`src/hdl/kt_pkg.sv`:
```
`default_nettype none
// ----------------------------------------------------------------------------
// kt_pkg
// Shared constants and the token type that travels along the cell chain of
// the Kendall tau distance block.
// ----------------------------------------------------------------------------
package kt_pkg;

    // largest permutation size handled
    localparam int MAX_SIZE    = 32;

    // fixed field widths of the beat payloads
    localparam int VAL_W       = 6;
    localparam int DIST_OUT_W  = 9;
    localparam int COUNT_OUT_W = 6;

    // derived widths
    localparam int POS_W    = (MAX_SIZE > 1) ? $clog2(MAX_SIZE) : 1;
    localparam int SIZE_W   = $clog2(MAX_SIZE + 1);
    localparam int CMP_W    = (SIZE_W > VAL_W) ? SIZE_W : VAL_W;
    localparam int LAST_POS = MAX_SIZE - 1;
    localparam int DIST_MAX = MAX_SIZE * (MAX_SIZE - 1) / 2;
    localparam int DIST_W   = $clog2(DIST_MAX + 1);

    typedef enum logic {
        OP_REFERENCE = 1'b0,
        OP_CANDIDATE = 1'b1
    } kt_op_t;

    // one candidate element in flight through the chain
    typedef struct packed {
        logic             valid;   // candidate element present
        logic             hit;     // value maps to a reference position
        logic             last;    // final element of the candidate
        logic [POS_W-1:0] pos;     // reference position of the value
        logic [POS_W-1:0] add;     // seen positions above pos, so far
    } kt_tok_t;

endpackage
`default_nettype wire

```
`src/hdl/kendall_tau_distance.sv`:
```
`default_nettype none
// ----------------------------------------------------------------------------
// kendall_tau_distance
// Kendall tau distance between a stored reference permutation and a streamed
// candidate permutation.
// ----------------------------------------------------------------------------
// Reference beats (operation 0) fill a position table; their last flag sets
// the size in use. Candidate beats (operation 1) look up their reference
// position and enter a row of MAX_SIZE cells, one per reference position,
// each holding one bit of the seen bitmap. A candidate element moves one cell
// per cycle, counting the seen positions above its own, so one beat is taken
// every cycle and a candidate's elements follow each other through the row.
// The result beat of a candidate is registered once its last element has
// passed all MAX_SIZE cells of the row. While a result beat waits at the
// output, the row and the input hold.
// ----------------------------------------------------------------------------
module kendall_tau_distance
    import kt_pkg::*;
(
    input  wire logic                   aclk,
    input  wire logic                   aresetn,
    input  wire logic                   s_valid,
    output logic                        s_ready,
    input  wire logic                   s_operation,
    input  wire logic [VAL_W-1:0]       s_value,
    input  wire logic                   s_last,
    output logic                        m_valid,
    input  wire logic                   m_ready,
    output logic [DIST_OUT_W-1:0]       m_distance,
    output logic [COUNT_OUT_W-1:0]      m_element_count
);

    kt_tok_t tok [MAX_SIZE + 1];
    logic    advance;

    assign s_ready = advance;

    kt_pos_table u_pos_table (
        .aclk      (aclk),
        .aresetn   (aresetn),
        .accept    (s_valid && advance),
        .operation (s_operation),
        .value     (s_value),
        .last      (s_last),
        .tok       (tok[0])
    );

    for (genvar i = 0; i < MAX_SIZE; i++) begin : g_cell
        kt_cell u_cell (
            .aclk     (aclk),
            .aresetn  (aresetn),
            .advance  (advance),
            .cell_idx (POS_W'(i)),
            .tok_in   (tok[i]),
            .tok_out  (tok[i+1])
        );
    end

    kt_tally u_tally (
        .aclk            (aclk),
        .aresetn         (aresetn),
        .tok             (tok[MAX_SIZE]),
        .advance         (advance),
        .m_valid         (m_valid),
        .m_ready         (m_ready),
        .m_distance      (m_distance),
        .m_element_count (m_element_count)
    );

    // a held result freezes the end of the chain
    a_chain_holds: assert property (@(posedge aclk) disable iff (!aresetn)
        (m_valid && !m_ready) |=> $stable(tok[MAX_SIZE]))
        else $error("chain moved while result beat stalled");

    // every result covers at least one candidate element
    a_count_nonzero: assert property (@(posedge aclk) disable iff (!aresetn)
        m_valid |-> (m_element_count != '0))
        else $error("result beat with zero element count");

    // a new result only comes from a last candidate element leaving the chain
    a_result_source: assert property (@(posedge aclk) disable iff (!aresetn)
        (!$past(m_valid) && m_valid) |-> $past(tok[MAX_SIZE].valid && tok[MAX_SIZE].last))
        else $error("result beat without a closing element");

endmodule
`default_nettype wire

```
`src/hdl/kt_pos_table.sv`:
```
`default_nettype none
// ----------------------------------------------------------------------------
// kt_pos_table
// Reference position table. Reference beats record each value's position;
// candidate beats look their value up and leave as a token for the chain.
// ----------------------------------------------------------------------------
module kt_pos_table
    import kt_pkg::*;
(
    input  wire logic             aclk,
    input  wire logic             aresetn,
    input  wire logic             accept,
    input  wire logic             operation,
    input  wire logic [VAL_W-1:0] value,
    input  wire logic             last,
    output kt_tok_t               tok
);

    logic [POS_W-1:0]  pos_mem [MAX_SIZE];
    logic [POS_W-1:0]  load_index_reg, load_index_next;
    logic [SIZE_W-1:0] ref_size_reg, ref_size_next;

    logic [POS_W-1:0] idx;
    logic             in_table;
    logic             in_ref;
    logic             ref_beat;

    assign idx      = POS_W'(value - VAL_W'(1));
    assign in_table = (value != '0) && (CMP_W'(value) <= CMP_W'(MAX_SIZE));
    assign in_ref   = in_table && (CMP_W'(value) <= CMP_W'(ref_size_reg));
    assign ref_beat = accept && (kt_op_t'(operation) == OP_REFERENCE);

    always_comb begin
        load_index_next = load_index_reg;
        ref_size_next   = ref_size_reg;
        if (ref_beat) begin
            if (last) begin
                ref_size_next   = SIZE_W'(load_index_reg) + SIZE_W'(1);
                load_index_next = '0;
            end else if (load_index_reg == POS_W'(LAST_POS)) begin
                load_index_next = '0;
            end else begin
                load_index_next = load_index_reg + POS_W'(1);
            end
        end
    end

    always_ff @(posedge aclk) begin
        if (!aresetn) begin
            load_index_reg <= '0;
            ref_size_reg   <= '0;
        end else begin
            load_index_reg <= load_index_next;
            ref_size_reg   <= ref_size_next;
        end
    end

    always_ff @(posedge aclk) begin
        if (ref_beat && in_table) begin
            pos_mem[idx] <= load_index_reg;
        end
    end

    always_comb begin
        tok.valid = accept && (kt_op_t'(operation) == OP_CANDIDATE);
        tok.hit   = in_ref;
        tok.last  = last;
        // a value with no reference position carries a zero position
        tok.pos   = in_ref ? pos_mem[idx] : '0;
        tok.add   = '0;
    end

endmodule
`default_nettype wire

```
`src/hdl/kt_cell.sv`:
```
`default_nettype none
// ----------------------------------------------------------------------------
// kt_cell
// One reference position of the seen bitmap. A passing token counts this
// position if it is seen and above the token's own, then marks or clears it.
// ----------------------------------------------------------------------------
module kt_cell
    import kt_pkg::*;
(
    input  wire logic             aclk,
    input  wire logic             aresetn,
    input  wire logic             advance,
    input  wire logic [POS_W-1:0] cell_idx,
    input  kt_tok_t               tok_in,
    output kt_tok_t               tok_out
);

    kt_tok_t tok_reg, tok_next;
    logic    seen_reg, seen_next;

    always_comb begin
        tok_next  = tok_in;
        seen_next = seen_reg;
        if (tok_in.valid && tok_in.hit && seen_reg && (cell_idx > tok_in.pos)) begin
            tok_next.add = tok_in.add + POS_W'(1);
        end
        if (tok_in.valid) begin
            // the last element closes the candidate, so the bitmap starts over
            if (tok_in.last) begin
                seen_next = 1'b0;
            end else if (tok_in.hit && (tok_in.pos == cell_idx)) begin
                seen_next = 1'b1;
            end
        end
    end

    always_ff @(posedge aclk) begin
        if (!aresetn) begin
            tok_reg  <= '0;
            seen_reg <= 1'b0;
        end else if (advance) begin
            tok_reg  <= tok_next;
            seen_reg <= seen_next;
        end
    end

    assign tok_out = tok_reg;

endmodule
`default_nettype wire

```
`src/hdl/kt_tally.sv`:
```
`default_nettype none
// ----------------------------------------------------------------------------
// kt_tally
// End of the chain: sums the per-element counts with saturation, counts the
// candidate elements and holds the result beat until it is taken.
// ----------------------------------------------------------------------------
module kt_tally
    import kt_pkg::*;
(
    input  wire logic                   aclk,
    input  wire logic                   aresetn,
    input  kt_tok_t                     tok,
    output logic                        advance,
    output logic                        m_valid,
    input  wire logic                   m_ready,
    output logic [DIST_OUT_W-1:0]       m_distance,
    output logic [COUNT_OUT_W-1:0]      m_element_count
);

    logic [DIST_W-1:0]      dist_reg, dist_next;
    logic [SIZE_W-1:0]      count_reg, count_next;
    logic                   m_valid_reg, m_valid_next;
    logic [DIST_OUT_W-1:0]  m_dist_reg, m_dist_next;
    logic [COUNT_OUT_W-1:0] m_count_reg, m_count_next;
    logic [DIST_W:0]        sum;
    logic [DIST_W-1:0]      dist_sat;
    logic [SIZE_W-1:0]      count_inc;
    logic                   emit;

    // the whole chain holds while a finished result waits
    assign advance = !m_valid_reg || m_ready;
    assign emit    = advance && tok.valid && tok.last;

    always_comb begin
        sum       = (DIST_W + 1)'(dist_reg) + (DIST_W + 1)'(tok.add);
        dist_sat  = (sum > (DIST_W + 1)'(DIST_MAX)) ? DIST_W'(DIST_MAX) : DIST_W'(sum);
        count_inc = (count_reg == SIZE_W'(MAX_SIZE)) ? count_reg : count_reg + SIZE_W'(1);

        dist_next    = dist_reg;
        count_next   = count_reg;
        m_dist_next  = m_dist_reg;
        m_count_next = m_count_reg;
        m_valid_next = m_ready ? 1'b0 : m_valid_reg;

        if (advance && tok.valid) begin
            if (tok.last) begin
                m_valid_next = 1'b1;
                m_dist_next  = DIST_OUT_W'(dist_sat);
                m_count_next = COUNT_OUT_W'(count_inc);
                dist_next    = '0;
                count_next   = '0;
            end else begin
                dist_next  = dist_sat;
                count_next = count_inc;
            end
        end
    end

    always_ff @(posedge aclk) begin
        if (!aresetn) begin
            dist_reg    <= '0;
            count_reg   <= '0;
            m_valid_reg <= 1'b0;
        end else begin
            dist_reg    <= dist_next;
            count_reg   <= count_next;
            m_valid_reg <= m_valid_next;
        end
    end

    always_ff @(posedge aclk) begin
        if (emit) begin
            m_dist_reg  <= m_dist_next;
            m_count_reg <= m_count_next;
        end
    end

    assign m_valid         = m_valid_reg;
    assign m_distance      = m_dist_reg;
    assign m_element_count = m_count_reg;

endmodule
`default_nettype wire
```
`config.mk`:
```
export PLATFORM = sky130hd
export DESIGN_NAME = kendall_tau_distance
export DESIGN_NICKNAME = d
export VERILOG_FILES = /design/src/hdl/kt_pkg.sv /design/src/hdl/kendall_tau_distance.sv /design/src/hdl/kt_pos_table.sv /design/src/hdl/kt_cell.sv /design/src/hdl/kt_tally.sv
export SDC_FILE = /design/constraint.sdc
export NUM_CORES = 1
export LEC_CHECK = 0
export BUFFER_PORTS_ARGS = -buffer_cell sky130_fd_sc_hd__buf_2
export CORE_MARGIN = 3
export CORE_UTILIZATION = 40
export DETAILED_ROUTE_END_ITERATION = 16
export HOLD_SLACK_MARGIN = 0.02
export PLACE_DENSITY = 0.58
export SLEW_MARGIN = 20
export SYNTH_ARGS = -nofsm -noshare
export SYNTH_HDL_FRONTEND = slang
export SYNTH_SLANG_ARGS = --single-unit
```
`constraint.sdc`:
```
create_clock -name aclk -period 2.6 [get_ports aclk]
set_input_delay 0.13 -clock aclk [delete_from_list [all_inputs] [get_ports aclk]]
set_output_delay 0.13 -clock aclk [all_outputs]
set_load 0.05 [all_outputs]
```
==> qor.csv <==
metric,value,unit
run_status,finished clean,
ys_seq_elements,633,
leakagePower,10.45,nW
synth_largest_type_area_fraction,34.86,%
report.final.slew_viol_count,0,
nNetsFinal,2763,
syn_to_final_growth,13.66,%
mappedNetlistArea,26300,µm²
most-common-layout-cells,"nand2_1 (565), dfxtp_1 (458), a21oi_1 (276)",
timing.fmax,403.4,MHz
num_rows,93,
floorplan.initialDensity,40.65,%
floorplan.io_pins,29,
tritoncts.num_buffers,69,
antenna_found_initial,1,
place.detailed.hpwl,36.12,mm
hold_slack,0.1014,ns
timing.critical_path.arrival,2.99,ns
h_tree_levels,3,
global_route_wire_length_before_repair,94.21,mm
netlist_instances,2673,
detailed_place.area,27670,µm²
clock_latency_of_the_later_clocked_register_in_the_worst_skew_pair,0.60,ns
timing.hold.worst.class,input port to flop,
final.fill_count,6059,
grt_setup_unrepaired,no,
layout_worst_path_cycle_share,95.35,%
clock_tree_root,clkbuf_16,
routedWlPerCell,15.47,µm
grt-ovfl-total,0,
drt_via_density,5.300,
postSynthNetCount,2737,
endpoint_kind,flop,
synthesis.yosys.warnings,0,
drt-pass1-iter-count,7,
grt_pass1_vias,18709,
most_frequent_standard_cell_in_the_layout_excluding_fill_and_tap_cells,nand2_1,
power-per-cell-area,664.5,nW/µm²
clockBufferDepth,3,
initialDrtViolationCount,1219,
synth_enable_flop_cells,175,
yosys.cell_types.count,85,
most_heavily_used_metal_layer_in_global_routing,met2,
postSynthAreaPerCell,9.840,µm²
drt-total-wl,55.74,mm
num_vias,19101,
grtUsageMet3,2.650,%
maximum_number_of_pins_on_one_net_before_global_route_repair,122,
netlist_top_cells_area,"dfxtp_1 (35%), edfxtp_1 (20%), nand2_1 (8.1%)",
grt_use_met2,26.47,%
clock_tree_from_tritoncts,built,
path_clk_slew,0.06,ns
io_buffer_count,28,
worst-endpoint-required,3.11,ns
finalWeightedCongestion,0.8214,
layout.cell_area.non_filler,29890,µm²
final_period_minus_worst_setup_slack,2.479,ns
clock_sink_count,633,
crit_path_max_incr_delay,0.38,ns
timing.critical_path.slowest_stage_cell,mux2_2,
synth_top_area_cell,dfxtp_1,
drt_drc_violations_left,0,
worstSetupPathType,flop to flop,
setup.worst_path.start_class,flop,
clock_skew,0.01580,ns
layout-drive-gt1-share,10.77,%
actual_transition_at_the_worst_max_transition_pin,0.7592,ns
gr-usage-all-layers,16.03,%
die_w,262.4,µm
finalHoldViolCount,0,
cap_violations,0,
kind_of_cell_adding_the_most_delay_to_the_critical_path,compound AO/OA/AOI/OAI gates,
crit_chain,"ha_1, a21o_1, a21oi_1, o21ai_1, a21oi_2, mux2_2, a31o_4, o41ai_2",
synth_flop_cell,dfxtp_1,
synth_sequential_area_ratio,54.84,%
antenna_violating_nets_post_route,0,
timing.max_slew.rel_slack,49.39,%
maximum_vdd_ir_drop,0.3668,mV
report.final.setup_viol,0,
die_h,262.4,µm
floorplan.die_area,68870,µm²
cp_num_buf_inv,0,
met1_usage_grt,21.53,%
final_core_utilization,46.21,%
r2r_slack,0.12,ns
synth_async_sr_flop_share,0,%
fin_ws,0.1208,ns
core_ar,64700,µm²
number_of_flip_flops_in_the_largest_register,400,
critical_path.max_fanout,8,
place_ws,0.1105,ns
## cell usage after synthesis (5+ instances only)
library cell	n
nand3b_1	7
dfxtp_1	458
o21ai_0	10
a311oi_1	24
mux2_2	13
a221oi_1	6
nor4_1	14
a31oi_1	13
nor4b_1	9
a211oi_1	147
nand2_1	565
nand3_1	30
buf_4	5
xor2_1	88
inv_1	24
o21a_1	10
a41oi_1	7
mux2i_1	45
o22ai_1	16
a21oi_1	276
and3_1	6
xnor2_1	37
buf_2	27
nand4b_1	11
nor3_1	25
nor2b_1	5
and4_1	8
clkbuf_1	131
nand4_1	61
ha_1	51
nor2_1	241
a22oi_1	8
nand2b_1	11
mux4_2	27
edfxtp_1	175
## cell type report
cell class	instances	area (µm²)	share of cell area, %
Inverter	25	108.9	0.3641
Clock buffer	99	2022	6.764
Clock inverter	21	140.1	0.4688
Antenna cell	1	2.502	0.008371
Sequential cell	633	14420	48.25
Timing Repair Buffer	124	1036	3.466
Tap cell	855	1070	3.579
Multi-Input combinational cell	1846	11090	37.10
## logic make-up after synthesis
group	after synthesis	synth area share, %
AND/OR/NAND/NOR	1026	17.06
flip-flops	633	54.84
AO/OA/AOI/OAI	557	13.58
buffers and inverters	194	3.178
XOR/XNOR	125	4.163
multiplexers	86	4.681
adder cells (fa/ha/maj)	52	2.502
## worst paths after layout
check | cells after the start | to | start
worst min register to register | 2 | g_cell[30].u_cell.tok_out[8] | g_cell[30].u_cell.tok_out[8]
worst max register to register | 8 | u_tally.dist_reg[2] | g_cell[31].u_cell.tok_out[1]
worst min-delay path | 3 | u_pos_table.pos_mem[1][4] | s_value[4]
worst max-delay path | 8 | u_tally.dist_reg[2] | g_cell[31].u_cell.tok_out[1]
## power by group
part | internal, W | switching, W
sequential | 0.0101 | 0.0000123
combinational | 0.000171 | 0.000315
clock | 0.00542 | 0.00384
## worst register-to-register path, cell delays in order, from the launching register on
cell	delay, ns
dfxtp_1	0.33
ha_1	0.30
a21o_1	0.19
a21oi_1	0.22
o21ai_1	0.13
a21oi_2	0.27
mux2_2	0.38
a31o_4	0.28
o41ai_2	0.30
## routing by layer
layer,vias to the layer above,wire length [µm]
met4,0,1209
met1,9125,26090
met5,-,0
met2,312,26200
li1,9573,-
met3,91,2237
## through the flow
stage	cells	power, W	setup TNS [ns]
2_1_floorplan	2673	0.01068	-1.099
3_3_place_gp	3478	0.01080	0
3_5_place_dp	3478	0.01081	0
4_1_cts	3603	0.02012	0
5_1_grt	3604	0.02056	0
6_report	3604	0.01987	0
## timing repair
action	4_1_cts	5_1_grt
gates resized for setup	0	1
setup buffers	0	0
hold endpoints to repair	14	0
hold buffers	5	0
setup endpoints to repair	0	1
Power figures use the tool's default switching activity.
